$ cat src/design/bntd_pkg.sv
// ----------------------------------------------------------------------------
// bntd_pkg
// Shared types, codes and helper functions for the base-N text decoder.
// ----------------------------------------------------------------------------
package bntd_pkg;

  localparam int CharW    = 8;
  localparam int ByteW    = 8;
  localparam int StatusW  = 3;
  localparam int ModeW    = 2;
  localparam int SymW     = 6;
  localparam int AccW     = 13;
  localparam int HeldW    = 4;
  localparam int PadCntW  = 3;
  localparam int ChunkW   = 3;
  localparam int ApbAddrW = 3;
  localparam int ApbDataW = 32;
  localparam int QueueDepth = 4;
  localparam int QueuePtrW  = $clog2(QueueDepth);
  localparam int QueueCntW  = $clog2(QueueDepth + 1);

  // Alphabet select codes
  localparam logic [ModeW-1:0] MODE_B64  = 2'd0;
  localparam logic [ModeW-1:0] MODE_B32H = 2'd1;
  localparam logic [ModeW-1:0] MODE_B16  = 2'd2;

  // Register index of the mode register
  localparam logic REG_MODE = 1'b0;

  // End-of-text status codes
  localparam logic [StatusW-1:0] ST_OK        = 3'd0;
  localparam logic [StatusW-1:0] ST_BAD_CHAR  = 3'd1;
  localparam logic [StatusW-1:0] ST_PAD_MANY  = 3'd2;
  localparam logic [StatusW-1:0] ST_PAD_COUNT = 3'd3;
  localparam logic [StatusW-1:0] ST_PAD_BITS  = 3'd4;

  localparam logic [CharW-1:0] CHAR_PAD = 8'h3D;

  typedef enum logic [1:0] {
    CLS_BLANK,
    CLS_PAD,
    CLS_SYM,
    CLS_BAD
  } sym_class_t;

  // One classified character on its way from front to back
  typedef struct packed {
    sym_class_t          cls;
    logic [SymW-1:0]     value;
    logic                end_of_text;
  } entry_t;

  typedef struct packed {
    logic full;
    logic empty;
  } queue_stat_t;

  function automatic logic [ChunkW-1:0] chunk_bits(input logic [ModeW-1:0] mode);
    logic [ChunkW-1:0] b;
    case (mode)
      MODE_B64:  b = 3'd6;
      MODE_B32H: b = 3'd5;
      default:   b = 3'd4;
    endcase
    return b;
  endfunction

  function automatic logic [PadCntW-1:0] pad_limit(input logic [ModeW-1:0] mode);
    logic [PadCntW-1:0] lim;
    case (mode)
      MODE_B64:  lim = 3'd2;
      MODE_B32H: lim = 3'd6;
      default:   lim = 3'd0;
    endcase
    return lim;
  endfunction

  // True when p pads round up to more pad bits than one more chunk would hold
  function automatic logic bad_pad_count(input logic [ModeW-1:0]   mode,
                                         input logic [PadCntW-1:0] p);
    logic [ChunkW-1:0] b;
    logic [6:0]        prod;
    logic [6:0]        padbits;
    logic [6:0]        room;
    b       = chunk_bits(mode);
    prod    = 7'(p) * 7'(b);
    padbits = (prod + 7'd7) & 7'b1111000;
    room    = 7'(b) * (7'(p) + 7'd1);
    return padbits > room;
  endfunction

endpackage

$ cat src/design/bntd_ifs.sv
// ----------------------------------------------------------------------------
// bntd_ifs
// Valid/ready channels for text characters and decoded results.
// ----------------------------------------------------------------------------
interface bntd_char_if import bntd_pkg::*; ();
  logic             valid;
  logic             ready;
  logic [CharW-1:0] in_char;
  logic             end_of_text;

  modport source (output valid, in_char, end_of_text, input ready);
  modport sink   (input valid, in_char, end_of_text, output ready);
endinterface

interface bntd_result_if import bntd_pkg::*; ();
  logic               valid;
  logic               ready;
  logic [ByteW-1:0]   data_byte;
  logic               has_byte;
  logic               is_final;
  logic [StatusW-1:0] status;

  modport source (output valid, data_byte, has_byte, is_final, status, input ready);
  modport sink   (input valid, data_byte, has_byte, is_final, status, output ready);
endinterface

$ cat src/design/bntd_front.sv
// ----------------------------------------------------------------------------
// bntd_front
// Accept characters and classify them against the active alphabet.
// ----------------------------------------------------------------------------
module bntd_front import bntd_pkg::*; (
  bntd_char_if.sink         text,
  input  logic [ModeW-1:0]  mode,
  input  logic              queue_full,
  output logic              push,
  output entry_t            entry
);

  logic [CharW-1:0] c;
  logic [CharW-1:0] top;
  logic             blank;

  assign c     = text.in_char;
  assign blank = (c == 8'h20) || (c >= 8'h09 && c <= 8'h0D);
  assign top   = (mode == MODE_B32H) ? 8'd21 : 8'd5;

  assign text.ready = !queue_full;
  assign push       = text.valid && !queue_full;

  always_comb begin
    entry.end_of_text = text.end_of_text;
    entry.value       = '0;
    entry.cls         = CLS_BAD;
    if (blank) begin
      entry.cls = CLS_BLANK;
    end else if (c == CHAR_PAD) begin
      entry.cls = CLS_PAD;
    end else if (mode == MODE_B64) begin
      if (c >= "A" && c <= "Z") begin
        entry.cls   = CLS_SYM;
        entry.value = SymW'(c - "A");
      end else if (c >= "a" && c <= "z") begin
        entry.cls   = CLS_SYM;
        entry.value = SymW'(c - "a" + 8'd26);
      end else if (c >= "0" && c <= "9") begin
        entry.cls   = CLS_SYM;
        entry.value = SymW'(c - "0" + 8'd52);
      end else if (c == "+") begin
        entry.cls   = CLS_SYM;
        entry.value = 6'd62;
      end else if (c == "/") begin
        entry.cls   = CLS_SYM;
        entry.value = 6'd63;
      end
    end else begin
      if (c >= "0" && c <= "9") begin
        entry.cls   = CLS_SYM;
        entry.value = SymW'(c - "0");
      end else if (c >= "A" && c <= 8'("A") + top) begin
        entry.cls   = CLS_SYM;
        entry.value = SymW'(c - "A" + 8'd10);
      end else if (c >= "a" && c <= 8'("a") + top) begin
        entry.cls   = CLS_SYM;
        entry.value = SymW'(c - "a" + 8'd10);
      end
    end
  end

endmodule

$ cat src/design/bntd_queue.sv
// ----------------------------------------------------------------------------
// bntd_queue
// Short FIFO of classified characters between front and back.
// ----------------------------------------------------------------------------
module bntd_queue import bntd_pkg::*; (
  input  logic        clk,
  input  logic        rst,
  input  logic        push,
  input  entry_t      push_entry,
  input  logic        pop,
  output entry_t      head,
  output queue_stat_t stat
);

  entry_t                slots [QueueDepth];
  logic [QueuePtrW-1:0]  wr_ptr;
  logic [QueuePtrW-1:0]  rd_ptr;
  logic [QueueCntW-1:0]  count;

  assign stat.full  = (count == QueueCntW'(QueueDepth));
  assign stat.empty = (count == '0);
  assign head       = slots[rd_ptr];

  always_ff @(posedge clk) begin
    if (push) begin
      slots[wr_ptr] <= push_entry;
    end
  end

  always_ff @(posedge clk) begin
    if (rst) begin
      wr_ptr <= '0;
      rd_ptr <= '0;
      count  <= '0;
    end else begin
      if (push) begin
        wr_ptr <= wr_ptr + 1'b1;
      end
      if (pop) begin
        rd_ptr <= rd_ptr + 1'b1;
      end
      if (push && !pop) begin
        count <= count + 1'b1;
      end else if (pop && !push) begin
        count <= count - 1'b1;
      end
    end
  end

endmodule

$ cat src/design/bntd_back.sv
// ----------------------------------------------------------------------------
// bntd_back
// Bit accumulator, pad and error tracking, and the result register.
// ----------------------------------------------------------------------------
module bntd_back import bntd_pkg::*; (
  input  logic              clk,
  input  logic              rst,
  input  logic [ModeW-1:0]  mode,
  input  entry_t            head,
  input  logic              queue_empty,
  output logic              pop,
  bntd_result_if.source     decoded
);

  logic [AccW-1:0]    acc;
  logic [HeldW-1:0]   held;
  logic [PadCntW-1:0] pads;
  logic               in_padding;
  logic [StatusW-1:0] error_code;

  logic [AccW-1:0]    acc_next;
  logic [HeldW-1:0]   held_next;
  logic [PadCntW-1:0] pads_next;
  logic               in_padding_next;
  logic [StatusW-1:0] error_next;

  logic [ChunkW-1:0]  b;
  logic [AccW-1:0]    acc_shift;
  logic [HeldW-1:0]   held_sum;
  logic [2:0]         held_rem;
  logic               got;
  logic [ByteW-1:0]   byte_val;
  logic [StatusW-1:0] status_val;
  logic [AccW-1:0]    left_mask;

  logic               out_valid;
  logic [ByteW-1:0]   out_byte;
  logic               out_has;
  logic               out_final;
  logic [StatusW-1:0] out_status;

  assign b   = chunk_bits(mode);
  assign pop = !queue_empty && (!out_valid || decoded.ready);

  always_comb begin
    acc_next        = acc;
    held_next       = held;
    pads_next       = pads;
    in_padding_next = in_padding;
    error_next      = error_code;
    got             = 1'b0;
    byte_val        = '0;
    acc_shift       = (acc << b) | AccW'(head.value);
    held_sum        = held + HeldW'(b);
    held_rem        = held_sum[2:0];
    case (head.cls)
      CLS_PAD: begin
        in_padding_next = 1'b1;
        if (pads != 3'd7) begin
          pads_next = pads + 1'b1;
        end
        if (pads_next > pad_limit(mode) && error_code == ST_OK) begin
          error_next = ST_PAD_MANY;
        end
      end
      CLS_SYM, CLS_BAD: begin
        if (head.cls == CLS_BAD || in_padding) begin
          if (error_code == ST_OK) begin
            error_next = ST_BAD_CHAR;
          end
        end else if (error_code == ST_OK) begin
          acc_next  = acc_shift;
          held_next = held_sum;
          if (held_sum >= 4'd8) begin
            // held_sum - 8 is its low three bits
            held_next = HeldW'(held_rem);
            byte_val  = ByteW'(acc_shift >> held_rem);
            acc_next  = acc_shift & ((AccW'(1) << held_rem) - AccW'(1));
            got       = 1'b1;
          end
        end
      end
      default: begin
      end
    endcase

    left_mask  = (AccW'(1) << held_next) - AccW'(1);
    status_val = error_next;
    if (error_next == ST_OK) begin
      if (bad_pad_count(mode, pads_next)) begin
        status_val = ST_PAD_COUNT;
      end else if ((acc_next & left_mask) != '0) begin
        status_val = ST_PAD_BITS;
      end
    end
  end

  always_ff @(posedge clk) begin
    if (rst) begin
      acc        <= '0;
      held       <= '0;
      pads       <= '0;
      in_padding <= 1'b0;
      error_code <= ST_OK;
    end else if (pop) begin
      if (head.end_of_text) begin
        acc        <= '0;
        held       <= '0;
        pads       <= '0;
        in_padding <= 1'b0;
        error_code <= ST_OK;
      end else begin
        acc        <= acc_next;
        held       <= held_next;
        pads       <= pads_next;
        in_padding <= in_padding_next;
        error_code <= error_next;
      end
    end
  end

  always_ff @(posedge clk) begin
    if (rst) begin
      out_valid <= 1'b0;
    end else if (pop) begin
      out_valid <= got || head.end_of_text;
    end else if (decoded.ready) begin
      out_valid <= 1'b0;
    end
  end

  always_ff @(posedge clk) begin
    if (pop) begin
      out_byte   <= byte_val;
      out_has    <= got;
      out_final  <= head.end_of_text;
      out_status <= head.end_of_text ? status_val : ST_OK;
    end
  end

  assign decoded.valid     = out_valid;
  assign decoded.data_byte = out_byte;
  assign decoded.has_byte  = out_has;
  assign decoded.is_final  = out_final;
  assign decoded.status    = out_status;

endmodule

$ cat src/design/base_n_text_decoder.sv
// ----------------------------------------------------------------------------
// base_n_text_decoder
// RFC 4648 text decoder (base64, base32hex, base16), one character a beat.
// ----------------------------------------------------------------------------
//
//  channel  | dir | beat carries                           | handshake
//  ---------+-----+----------------------------------------+-------------
//  text     | in  | in_char, end_of_text                   | valid/ready
//  decoded  | out | data_byte, has_byte, is_final, status  | valid/ready
//  apb      | in  | alphabet_mode at byte address 0        | psel/penable
//
//  One character enters per cycle while the queue has room; the front classifies
//  each taken character into the queue, and the back pops it from there,
//  updating the accumulator and loading the result register that drives the
//  decoded beat.
//  Reset (rst, synchronous) empties the queue, clears decode state and
//  returns alphabet_mode to base64.
//  A stalled result holds in the result register; the 4-entry queue soaks up
//  characters meanwhile, and text.ready drops once it fills.
//  Characters that make no byte (whitespace, pads, partial symbols) give no
//  beat unless they carry end_of_text.
// ----------------------------------------------------------------------------
module base_n_text_decoder import bntd_pkg::*; (
  input  logic                 clk,
  input  logic                 rst,
  bntd_char_if.sink            text,
  bntd_result_if.source        decoded,
  input  logic                 psel,
  input  logic                 penable,
  input  logic                 pwrite,
  input  logic [ApbAddrW-1:0]  paddr,
  input  logic [ApbDataW-1:0]  pwdata,
  output logic [ApbDataW-1:0]  prdata,
  output logic                 pready
);

  logic [ModeW-1:0] alphabet_mode;
  logic             push;
  logic             pop;
  entry_t           push_entry;
  entry_t           head;
  queue_stat_t      qstat;

  // Configuration: single register, zero-wait APB
  assign pready = 1'b1;
  assign prdata = (paddr[2] == REG_MODE) ? ApbDataW'(alphabet_mode) : '0;

  always_ff @(posedge clk) begin
    if (rst) begin
      alphabet_mode <= MODE_B64;
    end else if (psel && penable && pwrite && pready && paddr[2] == REG_MODE) begin
      alphabet_mode <= pwdata[ModeW-1:0];
    end
  end

  // Front: classify each character and push it into the queue
  bntd_front u_front (
    .text       (text),
    .mode       (alphabet_mode),
    .queue_full (qstat.full),
    .push       (push),
    .entry      (push_entry)
  );

  // Queue decouples acceptance from the result side
  bntd_queue u_queue (
    .clk        (clk),
    .rst        (rst),
    .push       (push),
    .push_entry (push_entry),
    .pop        (pop),
    .head       (head),
    .stat       (qstat)
  );

  // Back: accumulate bits, track pads and errors, drive the result beat
  bntd_back u_back (
    .clk         (clk),
    .rst         (rst),
    .mode        (alphabet_mode),
    .head        (head),
    .queue_empty (qstat.empty),
    .pop         (pop),
    .decoded     (decoded)
  );

  // A beat that does not end the text always carries a byte
  a_nonfinal_has_byte: assert property (@(posedge clk) disable iff (rst)
    decoded.valid && !decoded.is_final |-> decoded.has_byte)
    else $error("non-final beat without a byte");

  // Status is only reported on the final beat
  a_status_final_only: assert property (@(posedge clk) disable iff (rst)
    decoded.valid && !decoded.is_final |-> decoded.status == ST_OK)
    else $error("status set on a non-final beat");

  // Status stays within the defined codes
  a_status_range: assert property (@(posedge clk) disable iff (rst)
    decoded.valid |-> decoded.status <= ST_PAD_BITS)
    else $error("status code out of range");

  // Queue never reports full and empty together, nor pops when empty
  a_queue_sane: assert property (@(posedge clk) disable iff (rst)
    !(qstat.full && qstat.empty) && !(pop && qstat.empty))
    else $error("queue state inconsistent");

endmodule

$ cat src/flat_wrapper.sv
// flat-port wrapper written by rule: the top's interface ports become plain ports
module base_n_text_decoder_flat import bntd_pkg::*;
  (clk, rst, psel, penable, pwrite, paddr, pwdata, prdata, pready, text_valid, text_in_char, text_end_of_text, text_ready, decoded_valid, decoded_data_byte, decoded_has_byte, decoded_is_final, decoded_status, decoded_ready);
  bntd_char_if text_i ();
  bntd_result_if decoded_i ();
  input  logic clk;
  input  logic rst;
  input  logic psel;
  input  logic penable;
  input  logic pwrite;
  input  logic [ApbAddrW-1:0] paddr;
  input  logic [ApbDataW-1:0] pwdata;
  output logic [ApbDataW-1:0] prdata;
  output logic pready;
  input wire logic [$bits(text_i.valid)-1:0] text_valid;
  input wire logic [$bits(text_i.in_char)-1:0] text_in_char;
  input wire logic [$bits(text_i.end_of_text)-1:0] text_end_of_text;
  output wire logic [$bits(text_i.ready)-1:0] text_ready;
  output wire logic [$bits(decoded_i.valid)-1:0] decoded_valid;
  output wire logic [$bits(decoded_i.data_byte)-1:0] decoded_data_byte;
  output wire logic [$bits(decoded_i.has_byte)-1:0] decoded_has_byte;
  output wire logic [$bits(decoded_i.is_final)-1:0] decoded_is_final;
  output wire logic [$bits(decoded_i.status)-1:0] decoded_status;
  input wire logic [$bits(decoded_i.ready)-1:0] decoded_ready;
  assign text_i.valid = text_valid;
  assign text_i.in_char = text_in_char;
  assign text_i.end_of_text = text_end_of_text;
  assign text_ready = text_i.ready;
  assign decoded_valid = decoded_i.valid;
  assign decoded_data_byte = decoded_i.data_byte;
  assign decoded_has_byte = decoded_i.has_byte;
  assign decoded_is_final = decoded_i.is_final;
  assign decoded_status = decoded_i.status;
  assign decoded_i.ready = decoded_ready;
  base_n_text_decoder u_core (.clk(clk), .rst(rst), .text(text_i), .decoded(decoded_i), .psel(psel), .penable(penable), .pwrite(pwrite), .paddr(paddr), .pwdata(pwdata), .prdata(prdata), .pready(pready));
endmodule
$ cat config.mk
export PLATFORM = sky130hd
export DESIGN_NAME = base_n_text_decoder_flat
export DESIGN_NICKNAME = d
export VERILOG_FILES = /design/src/design/bntd_pkg.sv /design/src/design/bntd_ifs.sv /design/src/design/bntd_front.sv /design/src/design/bntd_queue.sv /design/src/design/bntd_back.sv /design/src/design/base_n_text_decoder.sv /design/src/flat_wrapper.sv
export SDC_FILE = /design/constraint.sdc
export NUM_CORES = 1
export LEC_CHECK = 0
export BUFFER_PORTS_ARGS = -buffer_cell sky130_fd_sc_hd__buf_2
export CELL_PAD_IN_SITES_DETAIL_PLACEMENT = 0
export CELL_PAD_IN_SITES_GLOBAL_PLACEMENT = 2
export CORE_UTILIZATION = 38
export CTS_CLUSTER_SIZE = 8
export DETAILED_ROUTE_END_ITERATION = 7
export GPL_TIMING_DRIVEN = 1
export PLACE_DENSITY = 0.9
export SYNTH_ARGS = -nofsm -noshare
export SYNTH_HDL_FRONTEND = slang
export SYNTH_SLANG_ARGS = --single-unit
$ cat constraint.sdc
create_clock -name clk -period 9.1 [get_ports clk]
set_input_delay 1.365 -clock clk [delete_from_list [all_inputs] [get_ports clk]]
set_output_delay 1.365 -clock clk [all_outputs]
set_load 0.02 [all_outputs]
==> metrics.txt <==
Avg Inst Size Synth 9.10 um^2; CP startpoint u_core.alphabet_mode[0]$_SDFFE_PP0P_; largest net degree at the start of global routing 33; ys async rst share 0; CP Launch Type flip-flop; Area Overhead vs Synth 7.50%; CP cell instances nor2b_1, ha_1, ha_1, nor2_1, nand2_1, nor2_1, a31oi_1, ha_1, or2_2, o21ai_0, a22o_1, a22oi_1, o21ai_0, a22o_1, a211oi_2, a21oi_1; clk slew on worst S/H paths 0.07 ns; Slew Viols, Final 0; n_diodes 0; max_cap viols 0; RSZ-0062 raised after global routing false; count leader, synth nor2_1; vias in the first global route about 5000; DP Wirelength ~11000 um; Routed WL per cell ~16 um; slowest stage delay, CP between 0.8 and 0.9 ns; Slowest cell on crit path ha_1; CTS resizes 0; Final TNS setup 0 ns; clock buffer depth 2; worst r2r src u_core.alphabet_mode[0]$_SDFFE_PP0P_; ys flop type edfxtp_1; setup bufs post-CTS 0; post-synthesis sequential area ratio 0.336; Die X-Extent roughly 130 um; post-synth cell types between 60 and 70; hold wc startpoint u_core.u_back.acc[11]$_SDFFE_PP0P_; I/O pin count approximately 100; htree depth 3; Tmin final 5.58 ns; WHS between 0.4 and 0.5 ns; Slew headroom 0.265; Syn. warnings 0; worst-margin pin slew between 1 and 1.5 ns; maximum fanout along the worst path 32; total core area 0.0167 mm^2; Nets about 830; maximum VDD drop between 0.1 and 0.15 mV; Post-CTS Hold Fix Bufs 0; Final setup viols 0; WL final ~15000 um; Remaining DRCs 0; HP Class reg2reg; root buf cell clkbuf_16; leakage power ~2.9 nW; Vias/cell ~5.5; DRT iter0 DRCs 309; status finished clean; router iterations before antenna repair 6; type of the worst setup path reg2reg; Mapped Area 0.00652 mm^2; row count 47; WP data required 9.19 ns; layout cells sized above 1 0.104; RD Place Congestion between 0.8 and 0.9; worst skew pair latency between 0.3 and 0.4 ns; Arr. time, crit path about 5.7 ns; number of synthesized flops with an enable pin slightly below 50; GRT Total Usage 0.181; Post-Synthesis Cells between 700 and 800; FF+latch count, synth between 80 and 90; Max Clk Rate between 150 and 200 MHz; initial antenna violation count 0; CP dominant cell by count ha_1; synth top area cells edfxtp_1 23%, dfxtp_1 11%, ha_1 9.6%, nor2_1 5.1%, a21oi_1 4.3%; leading area contributor after synthesis edfxtp_1; crit end category flip-flop; ANT nets after route 0; Hold Fails Final Rpt 0; DR vias 5197; clock skew 0.0122 ns; first-pass GRT wire length 25500 um; FILL cells roughly 1700; die height about 130 um; CTS buffer count 9; clk sinks 85; pwr dens between 200 and 300 mW/mm^2; gr ovfl total 0; area share of the largest cell type after synthesis 0.226; crit share post-route 0.613; initial core utilization 0.391; CTS tree yes; Synth top cells by count 89 x nor2_1, 56 x a21oi_1, 52 x nand2_1, 50 x ha_1, 49 x edfxtp_1; Die Area 0.0177 mm^2; PortBufs 35
[final timing paths]
| kind | to | slack [ns] | cells past startpoint |
|---|---|---|---|
| setup reg to reg | u_core.u_back.decoded.status[2]$_SDFFCE_PN0P_ | 3.52 | 16 |
| hold reg to reg | u_core.u_back.acc[11]$_SDFFE_PP0P_ | 0.46 | 2 |
| hold / removal | u_core.u_back.acc[11]$_SDFFE_PP0P_ | 0.46 | 2 |
| setup / recovery | u_core.u_back.decoded.status[2]$_SDFFCE_PN0P_ | 3.52 | 16 |
[final cells by class]
class | instances | area, um^2 | area share
Inverter | 31 | 116 | 0.0166
Multi-Input combinational cell | 558 | 3890 | 0.555
Clock inverter | 6 | 97.6 | 0.0139
Sequential cell | 85 | 2190 | 0.313
Clock buffer | 10 | 229 | 0.0326
Tap cell | 220 | 275 | 0.0393
Timing Repair Buffer | 40 | 213 | 0.0303
[cell usage in the layout, fill, tap and decap left out, types with 4 or more instances in the layout]
cell / count
conb_1: 31
a22oi_1: 13
ha_1: 50
o211ai_1: 8
clkbuf_16: 9
xor2_1: 8
buf_4: 5
o31ai_1: 6
nand2b_1: 10
o21a_1: 5
mux2i_1: 23
mux4_2: 4
nand2_1: 52
or2_2: 5
mux4_1: 7
xnor2_1: 16
buf_2: 35
nor2_1: 89
and3_1: 8
nand3_1: 6
a221o_1: 4
o21ai_1: 6
edfxtp_1: 49
a211oi_1: 12
and2_1: 8
a21o_1: 9
a21oi_1: 56
dfxtp_1: 36
nor2b_1: 12
a31oi_1: 7
o21ai_0: 29
inv_1: 30
nand4_1: 4
a221oi_1: 4
nor3_1: 16
a32oi_1: 4
[metrics by stage]
step / utilization / worst slack [ns] / instance area, um^2 / power, W / instances
after global placement: 0.400 / 3.60 / 6690 / 0.00139 / 934
after CTS: 0.420 / 3.51 / 7010 / 0.00182 / 950
after detailed placement: 0.400 / 3.54 / 6690 / 0.00140 / 934
final: 0.420 / 3.52 / 7010 / 0.00181 / 950
after global routing: 0.420 / 3.09 / 7010 / 0.00194 / 950
after floorplan: - / 4.60 / 6630 / 0.00123 / 746
[critical path: cells and delay by family (launching register included)]
kind	cells	cell delay [ns]
AOI/OAI and AO/OA	8	1.17
DFF	1	0.82
adders and majority gates	3	1.82
and+or+nand+nor	5	1.49
[cells by family (layout without fill, tap and decap cells)]
group	after synthesis	count (layout)	synth area share
multiplexers	36	36	0.0807
adder cells (fa/ha/maj)	53	53	0.105
AO/OA/AOI/OAI	182	182	0.183
other	2	31	0.00115
flip-flops	85	85	0.336
AND/OR/NAND/NOR	231	231	0.174
buffers and inverters	103	87	0.0844
XOR/XNOR	25	25	0.0364
[layer usage]
| metal | wire (um) | track usage |
|---|---|---|
| met5 | 0 | 0 |
| met2 | 7540 | 0.307 |
| met4 | 250 | 0.0581 |
| met3 | 667 | 0.0391 |
| met1 | 7000 | 0.228 |
[flip-flops by register name, indices dropped and copies added, names as in the netlist, 2 cells and up, named ones only]
register                         flops
u_core.u_queue.slots                36
u_core.u_back.acc                   13
u_core.u_back.decoded.data_byte      8
u_core.u_back.held                   4
u_core.u_back.decoded.status         3
u_core.u_back.error_code             3
u_core.u_back.pads                   3
u_core.u_queue.count                 3
u_core.alphabet_mode                 2
u_core.u_queue.rd_ptr                2
u_core.u_queue.wr_ptr                2
[report_power, final]
group	switching [W]	internal (W)
Sequential	0.0000552	0.000493
Clock	0.000166	0.000246
Combinational	0.000537	0.000317
Total	0.000758	0.00106
No activity file was read; power rests on OpenSTA's default activity.
